===== src/sv/lpa_pkg.sv =====
// Shared types, constants and the divider step for the point-adjust block.
package lpa_pkg;

    // Mode register codes
    typedef enum logic [2:0] {
        MODE_PASS     = 3'd0,
        MODE_INVERT   = 3'd1,
        MODE_BRIGHTEN = 3'd2,
        MODE_DARKEN   = 3'd3,
        MODE_CONTRAST = 3'd4,
        MODE_SEPIA    = 3'd5
    } mode_t;

    // Configuration register indexes
    typedef enum logic [1:0] {
        CFG_MODE   = 2'd0,
        CFG_MAX    = 2'd1,
        CFG_EFFECT = 2'd2
    } cfg_idx_t;

    localparam int          CHAN_W      = 8;
    localparam int          EFFECT_W    = 9;
    localparam int          CFG_DATA_W  = 9;
    localparam logic [7:0]  MID_LEVEL   = 8'd127;
    localparam logic [6:0]  SEPIA_ADD_A = 7'd100;
    localparam logic [6:0]  SEPIA_ADD_B = 7'd50;
    localparam logic [6:0]  SEPIA_ADD_C = 7'd0;

    // Divider: 16-bit dividend (distance * |effect|), 8-bit divisor
    localparam int DIV_BITS    = 16;
    localparam int DIV_PER_STG = 4;
    localparam int DIV_STGS    = DIV_BITS / DIV_PER_STG;
    // One multiply stage in front of the divider stages
    localparam int NSTG        = DIV_STGS + 1;

    typedef struct packed {
        logic [CHAN_W-1:0]   rem;
        logic [DIV_BITS-1:0] num;
        logic [DIV_BITS-1:0] quo;
    } div_t;

    typedef struct packed {
        logic [CHAN_W-1:0] x;
        div_t              dv;
    } lstg_t;

    // Per-stage load strobes from the shared pipeline control
    typedef struct packed {
        logic [NSTG-1:0] load;
    } stg_en_t;

    // Four bits of restoring division; remainder stays below the divisor.
    function automatic div_t div_step(input div_t s, input logic [CHAN_W-1:0] d);
        div_t           r;
        logic [CHAN_W:0] cand;
        int             i;
        r = s;
        for (i = 0; i < DIV_PER_STG; i++)
        begin
            cand  = {r.rem, r.num[DIV_BITS-1]};
            r.num = {r.num[DIV_BITS-2:0], 1'b0};
            if (cand >= {1'b0, d})
            begin
                cand  = cand - {1'b0, d};
                r.quo = {r.quo[DIV_BITS-2:0], 1'b1};
            end
            else
            begin
                r.quo = {r.quo[DIV_BITS-2:0], 1'b0};
            end
            r.rem = cand[CHAN_W-1:0];
        end
        return r;
    endfunction

endpackage


===== src/sv/lpa_div_stage.sv =====
// One registered stage of the pipelined contrast divider.
module lpa_div_stage
(
    input  logic                         clk,
    input  logic                         load,
    input  lpa_pkg::lstg_t               stg_in,
    input  logic [lpa_pkg::CHAN_W-1:0]   divisor,
    output lpa_pkg::lstg_t               stg_out
);

    lpa_pkg::lstg_t stg_reg;
    lpa_pkg::lstg_t stg_next;

    always_comb
    begin
        stg_next    = stg_in;
        stg_next.dv = lpa_pkg::div_step(stg_in.dv, divisor);
    end

    always_ff @(posedge clk)
    begin
        if (load)
        begin
            stg_reg <= stg_next;
        end
    end

    assign stg_out = stg_reg;

endmodule


===== src/sv/lpa_lane.sv =====
// One channel lane: distance product, divider stages, mode select and clamp.
module lpa_lane
(
    input  logic                             clk,
    input  lpa_pkg::stg_en_t                 en,
    input  logic [lpa_pkg::CHAN_W-1:0]       x,
    input  logic [2:0]                       mode,
    input  logic [lpa_pkg::CHAN_W-1:0]       max_value,
    input  logic signed [lpa_pkg::EFFECT_W-1:0] effect,
    input  logic [6:0]                       sepia_add,
    output logic [lpa_pkg::CHAN_W-1:0]       result
);

    lpa_pkg::lstg_t        p0_reg;
    lpa_pkg::lstg_t        p0_next;
    lpa_pkg::lstg_t        chain [0:lpa_pkg::DIV_STGS];

    logic [7:0]            spread;
    logic [8:0]            mag;
    logic signed [9:0]     eff_wide;
    logic [lpa_pkg::DIV_BITS-1:0] prod;

    lpa_pkg::lstg_t        last_stg;
    logic signed [17:0]    xs;
    logic signed [17:0]    qs;
    logic signed [17:0]    eff_ext;
    logic signed [17:0]    v;
    logic                  hi_side;

    // Front stage: |127 - x| * |effect|
    always_comb
    begin
        hi_side  = (x > lpa_pkg::MID_LEVEL);
        spread   = hi_side ? (x - lpa_pkg::MID_LEVEL) : (lpa_pkg::MID_LEVEL - x);
        eff_wide = {effect[8], effect};
        mag      = effect[8] ? 9'(-eff_wide) : 9'(eff_wide);
        prod     = {8'd0, spread} * {7'd0, mag};
        p0_next.x      = x;
        p0_next.dv.rem = '0;
        p0_next.dv.num = prod;
        p0_next.dv.quo = '0;
    end

    always_ff @(posedge clk)
    begin
        if (en.load[0])
        begin
            p0_reg <= p0_next;
        end
    end

    assign chain[0] = p0_reg;

    genvar j;
    generate
        for (j = 0; j < lpa_pkg::DIV_STGS; j++)
        begin : g_div
            lpa_div_stage u_stage
            (
                .clk     (clk),
                .load    (en.load[j+1]),
                .stg_in  (chain[j]),
                .divisor (max_value),
                .stg_out (chain[j+1])
            );
        end
    endgenerate

    assign last_stg = chain[lpa_pkg::DIV_STGS];

    // Mode select and saturation on the last divider stage
    always_comb
    begin
        xs      = $signed({10'd0, last_stg.x});
        qs      = $signed({2'd0, last_stg.dv.quo});
        eff_ext = 18'(effect);
        unique case (lpa_pkg::mode_t'(mode))
            lpa_pkg::MODE_INVERT:   v = $signed({10'd0, max_value}) - xs;
            lpa_pkg::MODE_BRIGHTEN: v = xs + eff_ext;
            lpa_pkg::MODE_DARKEN:   v = xs - eff_ext;
            lpa_pkg::MODE_CONTRAST:
            begin
                // add when above mid-level with positive gain, or below with negative
                if ((last_stg.x > lpa_pkg::MID_LEVEL) ^ effect[8])
                    v = xs + qs;
                else
                    v = xs - qs;
            end
            lpa_pkg::MODE_SEPIA:    v = xs + $signed({11'd0, sepia_add});
            default:                v = xs;
        endcase

        if (max_value == '0)
            result = '0;
        else if (v < 0)
            result = '0;
        else if (v > $signed({10'd0, max_value}))
            result = max_value;
        else
            result = v[lpa_pkg::CHAN_W-1:0];
    end

endmodule


===== src/sv/lut_point_adjust_core.sv =====
// Top level of the colour-table point-adjust block: control, lanes, output register.
//
// Usage:
//   Source channel: src_valid / src_stall carry one table entry per transaction
//   (chan_a_in, chan_b_in, chan_c_in, last_in). Destination channel: dst_valid /
//   dst_stall carry the adjusted entry (chan_a_out, chan_b_out, chan_c_out,
//   last_out). A transaction completes on a rising edge with valid high and stall low.
//   Configuration: cfg_we writes cfg_data into register cfg_index (0 mode,
//   1 max_value, 2 effect); write only while no entry is in flight.
//   Pipeline: an accepted entry passes one multiply stage, four divider stages
//   at 4 quotient bits each, then the output register that also merges the
//   three lanes.
//   Throughput: one entry per cycle without stalls; channels run in parallel lanes.
//   Stalls: each pipeline stage loads when it is empty or its successor moves,
//   so bubbles collapse and entries keep arriving while a result waits;
//   src_stall rises only when all stages and the output are full, dst_stall high.
//   Reset: clears all valid bits and sets mode to pass, max_value to 255,
//   effect to 0. Payload registers are not reset.
module lut_point_adjust_core
(
    input  logic                               clk,
    input  logic                               rst_n,

    input  logic                               cfg_we,
    input  logic [1:0]                         cfg_index,
    input  logic [lpa_pkg::CFG_DATA_W-1:0]     cfg_data,

    input  logic                               src_valid,
    output logic                               src_stall,
    input  logic [lpa_pkg::CHAN_W-1:0]         chan_a_in,
    input  logic [lpa_pkg::CHAN_W-1:0]         chan_b_in,
    input  logic [lpa_pkg::CHAN_W-1:0]         chan_c_in,
    input  logic                               last_in,

    output logic                               dst_valid,
    input  logic                               dst_stall,
    output logic [lpa_pkg::CHAN_W-1:0]         chan_a_out,
    output logic [lpa_pkg::CHAN_W-1:0]         chan_b_out,
    output logic [lpa_pkg::CHAN_W-1:0]         chan_c_out,
    output logic                               last_out
);

    localparam int NSTG = lpa_pkg::NSTG;

    // Configuration registers
    logic [2:0]                           mode_reg;
    logic [lpa_pkg::CHAN_W-1:0]           max_value_reg;
    logic signed [lpa_pkg::EFFECT_W-1:0]  effect_reg;

    // Pipeline control
    logic [NSTG-1:0]      valid_reg;
    logic [NSTG-1:0]      valid_next;
    logic [NSTG:0]        ready;
    logic [NSTG-1:0]      last_reg;
    lpa_pkg::stg_en_t     stg_en;
    logic                 out_free;

    // Output (merge) register
    logic                         out_valid_reg;
    logic [lpa_pkg::CHAN_W-1:0]   chan_a_reg;
    logic [lpa_pkg::CHAN_W-1:0]   chan_b_reg;
    logic [lpa_pkg::CHAN_W-1:0]   chan_c_reg;
    logic                         last_out_reg;

    logic [lpa_pkg::CHAN_W-1:0]   lane_a;
    logic [lpa_pkg::CHAN_W-1:0]   lane_b;
    logic [lpa_pkg::CHAN_W-1:0]   lane_c;

    // Register write decode
    always_ff @(posedge clk or negedge rst_n)
    begin
        if (!rst_n)
        begin
            mode_reg      <= lpa_pkg::MODE_PASS;
            max_value_reg <= 8'd255;
            effect_reg    <= '0;
        end
        else if (cfg_we)
        begin
            unique case (lpa_pkg::cfg_idx_t'(cfg_index))
                lpa_pkg::CFG_MODE:   mode_reg      <= cfg_data[2:0];
                lpa_pkg::CFG_MAX:    max_value_reg <= cfg_data[lpa_pkg::CHAN_W-1:0];
                lpa_pkg::CFG_EFFECT: effect_reg    <= $signed(cfg_data);
                default:             ;
            endcase
        end
    end

    // Ready chain from the output back to the source: a stage may load when
    // it holds nothing or its contents move on this edge.
    always_comb
    begin
        out_free    = !out_valid_reg || !dst_stall;
        ready[NSTG] = out_free;
        for (int i = NSTG - 1; i >= 0; i--)
        begin
            ready[i] = !valid_reg[i] || ready[i+1];
        end
        stg_en.load = ready[NSTG-1:0];
        valid_next  = {valid_reg[NSTG-2:0], src_valid};
    end

    assign src_stall = !ready[0];

    always_ff @(posedge clk or negedge rst_n)
    begin
        if (!rst_n)
        begin
            valid_reg     <= '0;
            out_valid_reg <= 1'b0;
        end
        else
        begin
            for (int i = 0; i < NSTG; i++)
            begin
                if (ready[i])
                    valid_reg[i] <= valid_next[i];
            end
            if (out_free)
                out_valid_reg <= valid_reg[NSTG-1];
        end
    end

    // last mark rides alongside the lanes
    always_ff @(posedge clk)
    begin
        if (ready[0])
            last_reg[0] <= last_in;
        for (int i = 1; i < NSTG; i++)
        begin
            if (ready[i])
                last_reg[i] <= last_reg[i-1];
        end
    end

    lpa_lane u_lane_a
    (
        .clk       (clk),
        .en        (stg_en),
        .x         (chan_a_in),
        .mode      (mode_reg),
        .max_value (max_value_reg),
        .effect    (effect_reg),
        .sepia_add (lpa_pkg::SEPIA_ADD_A),
        .result    (lane_a)
    );

    lpa_lane u_lane_b
    (
        .clk       (clk),
        .en        (stg_en),
        .x         (chan_b_in),
        .mode      (mode_reg),
        .max_value (max_value_reg),
        .effect    (effect_reg),
        .sepia_add (lpa_pkg::SEPIA_ADD_B),
        .result    (lane_b)
    );

    lpa_lane u_lane_c
    (
        .clk       (clk),
        .en        (stg_en),
        .x         (chan_c_in),
        .mode      (mode_reg),
        .max_value (max_value_reg),
        .effect    (effect_reg),
        .sepia_add (lpa_pkg::SEPIA_ADD_C),
        .result    (lane_c)
    );

    // Merge stage: the three lane results and the mark into one transaction
    always_ff @(posedge clk)
    begin
        if (out_free)
        begin
            chan_a_reg   <= lane_a;
            chan_b_reg   <= lane_b;
            chan_c_reg   <= lane_c;
            last_out_reg <= last_reg[NSTG-1];
        end
    end

    assign dst_valid  = out_valid_reg;
    assign chan_a_out = chan_a_reg;
    assign chan_b_out = chan_b_reg;
    assign chan_c_out = chan_c_reg;
    assign last_out   = last_out_reg;

`ifndef NO_ASSERTIONS
    // Source is held off only when the whole pipe is full behind a stalled result
    a_stall_full: assert property (@(posedge clk) disable iff (!rst_n)
        src_stall |-> (dst_valid && dst_stall && (&valid_reg)))
        else $error("source stalled with room in the pipeline");

    // Every channel result lies within the clamp limit
    a_clamp: assert property (@(posedge clk) disable iff (!rst_n)
        dst_valid |-> ((chan_a_out <= max_value_reg) && (chan_b_out <= max_value_reg)
                       && (chan_c_out <= max_value_reg)))
        else $error("result above max_value");

    // A new result only comes from a filled last lane stage
    a_out_src: assert property (@(posedge clk) disable iff (!rst_n)
        $rose(dst_valid) |-> $past(valid_reg[NSTG-1]))
        else $error("result appeared without a source entry");
`endif

endmodule

===== config.mk =====
export PLATFORM = sky130hd
export DESIGN_NAME = lut_point_adjust_core
export DESIGN_NICKNAME = d
export VERILOG_FILES = /design/src/sv/lpa_pkg.sv /design/src/sv/lpa_div_stage.sv /design/src/sv/lpa_lane.sv /design/src/sv/lut_point_adjust_core.sv
export SDC_FILE = /design/constraint.sdc
export NUM_CORES = 2
export LEC_CHECK = 0
export BUFFER_PORTS_ARGS = -buffer_cell sky130_fd_sc_hd__buf_4
export CORE_MARGIN = 2
export CORE_UTILIZATION = 55
export DETAILED_ROUTE_END_ITERATION = 8
export PLACE_DENSITY_LB_ADDON = 0.15
export SYNTH_ARGS = -nofsm -noshare
export SYNTH_HDL_FRONTEND = slang
export SYNTH_SLANG_ARGS = --single-unit

===== constraint.sdc =====
create_clock -name clk -period 38.5 [get_ports clk]
set_clock_uncertainty 0.2 [all_clocks]
set_input_delay 5.775 -clock clk [delete_from_list [all_inputs] [get_ports clk]]
set_output_delay 5.775 -clock clk [all_outputs]
set_load 0.005 [all_outputs]

==> run_summary.xml <==
<?xml version="1.0" encoding="UTF-8"?>
<metrics>
  <group name="worst_setup_path">
    <metric name="worstPathMaxFanout" unit="">6</metric>
    <metric name="cell_breakdown_of_the_critical_path" unit="">buf_4 -&gt; and3_1 -&gt; and3_1 -&gt; nand3_4 -&gt; inv_1 -&gt; buf_4</metric>
    <metric name="cp.required" unit="ns">32.52</metric>
    <metric name="cp-startpoint" unit="">dst_stall</metric>
    <metric name="cp_slowest_cell" unit="">and3_1</metric>
    <metric name="worst_ep_arrival_time" unit="ns">7.05</metric>
    <metric name="r2r-start" unit="">max_value_reg[2]</metric>
    <metric name="timing_worst_setup_path_type" unit="">in2out</metric>
    <metric name="slowest_delay" unit="ns">0.40</metric>
    <metric name="worst_setup_path_end_kind" unit="">output port</metric>
    <metric name="critical_path.startpoint_type" unit="">input pin</metric>
  </group>
  <group name="cts">
    <metric name="cts-hold-fix-buffers" unit="">0</metric>
    <metric name="clock_insertion_delay_worst_skew" unit="ns">0.65</metric>
    <metric name="cts.htree.levels" unit="">2</metric>
    <metric name="root_buffer" unit="">clkbuf_16</metric>
    <metric name="tritoncts" unit="">done</metric>
    <metric name="clkSinkCount" unit="">488</metric>
    <metric name="cts-buffers-inserted" unit="">55</metric>
    <metric name="cts.path.max_buffers" unit="">3</metric>
    <metric name="cts_post_setup_buffers_inserted" unit="">0</metric>
    <metric name="post_cts_resize_count" unit="">0</metric>
    <metric name="clkSlewWorstSetupHoldPaths" unit="ns">0.06</metric>
  </group>
  <group name="min_path">
    <metric name="min-delay-path-class" unit="">reg2reg</metric>
    <metric name="timing.hold.worst.start" unit="">u_lane_b.g_div[1].u_stage.stg_out[5]</metric>
  </group>
  <group name="grt">
    <metric name="grt_first_pass_wirelength" unit="um">198000</metric>
    <metric name="globalRouteTotalUtil" unit="%">28.0</metric>
    <metric name="number_of_antenna_violations_at_the_first_check_in_global_routing" unit="">6</metric>
    <metric name="global_route.overflow_total" unit="">0</metric>
    <metric name="number_of_global_route_vias_before_repair" unit="">35800</metric>
    <metric name="grt_start_max_net_pins" unit="">71</metric>
  </group>
  <group name="yosys">
    <metric name="yosysWarnings" unit="">0</metric>
    <metric name="synth-seq-area-share" unit="%">30.4</metric>
    <metric name="ys_dominant_reg_cell" unit="">edfxtp_1</metric>
    <metric name="proportion_of_netlist_area_held_by_the_largest_area_contributor" unit="%">29.0</metric>
    <metric name="synth_area_leaders" unit="">edfxtp_1, ha_1, fa_1, xnor2_1, inv_1</metric>
    <metric name="syn_area_per_cell" unit="um^2">9.47</metric>
    <metric name="mappedNetlistArea" unit="um^2">47900</metric>
    <metric name="synth_async_sr_flop_share" unit="%">5.33</metric>
    <metric name="synthDominantAreaCellType" unit="">edfxtp_1</metric>
    <metric name="syn_inst" unit="">5053</metric>
    <metric name="synth-edff-count" unit="">462</metric>
    <metric name="syn_nets" unit="">5895</metric>
    <metric name="synth_cell_type_count" unit="">86</metric>
    <metric name="synth-seq-cells" unit="">488</metric>
  </group>
  <group name="sta">
    <metric name="maxClockFrequency" unit="GHz">0.0768</metric>
    <metric name="finalMaxSlewViolations" unit="">0</metric>
    <metric name="grt_setup_unrepaired" unit="">no</metric>
    <metric name="final_min_period_over_clock_period" unit="%">33.8</metric>
    <metric name="setup-tns-final" unit="ns">0</metric>
    <metric name="final_setup_violation_count" unit="">0</metric>
    <metric name="timing_hold_violations_final" unit="">0</metric>
    <metric name="timing.max_slew.rel_slack" unit="%">18.6</metric>
    <metric name="finalCriticalPeriod" unit="ns">13.02</metric>
    <metric name="tightest_slew" unit="ns">1.21</metric>
  </group>
  <group name="floorplan">
    <metric name="die_footprint" unit="um^2">89400</metric>
    <metric name="fp-row-count" unit="">108</metric>
    <metric name="floorplan.core_area" unit="um^2">86500</metric>
    <metric name="fp.dieW" unit="um">299</metric>
    <metric name="boundaryPins" unit="">68</metric>
    <metric name="initial_core_util" unit="%">55.4</metric>
    <metric name="die_y" unit="um">299</metric>
  </group>
  <group name="route">
    <metric name="drt_first_pass_iters" unit="">5</metric>
    <metric name="drc" unit="">0</metric>
    <metric name="first_iter_violations" unit="">3285</metric>
    <metric name="drt-wirelength-per-cell" unit="um">20.0</metric>
    <metric name="drt.antenna.violating_nets" unit="">0</metric>
    <metric name="vias" unit="">37800</metric>
    <metric name="drt_wl_total" unit="um">126000</metric>
    <metric name="detail_route.vias_per_cell" unit="">5.96</metric>
  </group>
  <group name="job">
    <metric name="max_cap_viol_count" unit="">0</metric>
  </group>
  <group name="cells_and_area">
    <metric name="sequential_cell_area" unit="um^2">14500</metric>
    <metric name="multi_input_combinational_cell_area" unit="um^2">31100</metric>
    <metric name="finish.utilization" unit="%">60.0</metric>
    <metric name="post_route_cells_drive_above_1_share" unit="%">8.58</metric>
    <metric name="final.fill_count" unit="">7464</metric>
    <metric name="area_growth" unit="%">8.46</metric>
    <metric name="count_of_nets_after_finishing" unit="">5973</metric>
  </group>
  <group name="placed_design">
    <metric name="detailedPlacementHpwl" unit="um">94900</metric>
    <metric name="io_buffer_count" unit="">67</metric>
    <metric name="place.gp.congestion" unit="">0.956</metric>
  </group>
  <group name="status">
    <metric name="run_status" unit="">finished clean</metric>
  </group>
</metrics>
[cells in the final DEF, fill, tap and decap left out, types with 95 or more instances in the layout]
cell type / n
nor2_1: 424
ha_1: 621
a21oi_1: 316
nand2b_1: 105
nor2b_1: 103
xor2_1: 128
edfxtp_1: 462
o21ai_0: 318
nand2_1: 343
fa_1: 180
mux2_2: 141
nor3_1: 95
xnor2_1: 219
inv_1: 495
buf_4: 129
[cell usage after synthesis, drive strengths merged (15+ instances only)]
master  number
xnor2      223
o211ai      25
a21oi      317
fa         180
a221oi      15
clkbuf      96
and3        32
mux2       142
nand4       69
nor3        95
or3         28
o21a        64
inv        503
nand3       94
or2         29
mux2i       57
a211oi      34
a21boi      30
nor4        17
o21ai      320
nor2b      103
nand2      346
o221ai      15
dfrtp       18
xor2       128
o31a        20
o21bai      50
a21o        89
o31ai       40
a211o       15
o22ai       16
ha         621
nor2       424
and2        19
edfxtp     462
a31oi       23
nand2b     105
[per-stage QoR]
stage	std cells	hold WS (ns)	area, um^2	setup slack, ns
global placement	6229	0.200	50000	25.52
floorplan	5053	0.200	47900	24.29
detailed placement	6229	0.205	50000	25.51
finish	6332	0.211	51900	25.48
CTS	6331	0.216	51900	25.50
global route	6332	0.219	51900	25.43
[logic make-up after synthesis]
kind of cell	synth area share [%]
xor+xnor	6.42
flops	30.4
compound gates	16.0
simple gates	14.0
buf+inv	4.84
fa+ha+maj	23.8
mux	4.59
[final timing paths]
kind                                                          to  slack, ns  cells past startpoint
max                                                    src_stall      25.48                      6
min                         u_lane_b.g_div[2].u_stage.stg_out[9]       0.21                      0
max reg2reg                u_lane_c.g_div[2].u_stage.stg_out[36]      27.46                     38
min reg2reg                 u_lane_b.g_div[2].u_stage.stg_out[9]       0.21                      0
max in group asynchronous                       max_value_reg[2]      32.94                      1
min in group asynchronous                            mode_reg[2]       4.85                      1
[critical path: cells and delay by family]
| kind | cells | cell delay [ns] |
|---|---|---|
| AND/OR/NAND/NOR | 3 | 0.82 |
| buffers and inverters | 3 | 0.45 |
[per-layer routing]
metal | GRT usage, % | routed length [um] | part of all wire (%) | vias up
met4 | 8.44 | 4000 | 3.2 | 8
met3 | 4.16 | 9530 | 7.5 | 237
met2 | 43.3 | 55400 | 44 | 1240
met5 | 0 | 49 | 0.039 | -
met1 | 40.7 | 57300 | 45 | 18000
li1 | - | - | - | 18300
[area by class of cell]
| type | instances | area share, % |
|---|---|---|
| multi-input cells | 3949 | 59.9 |
| flip-flops and latches | 488 | 28.0 |
| inverters | 508 | 3.68 |
| clock buffers | 64 | 2.90 |
| well taps | 1155 | 2.78 |
| repair buffers | 129 | 1.87 |
| clock inverters | 38 | 0.860 |
| diodes | 1 | 0.00482 |
Power is left out: the tool's default activity adds up to more than one toggle a clock period on the data nets, which glitch-free logic cannot reach.
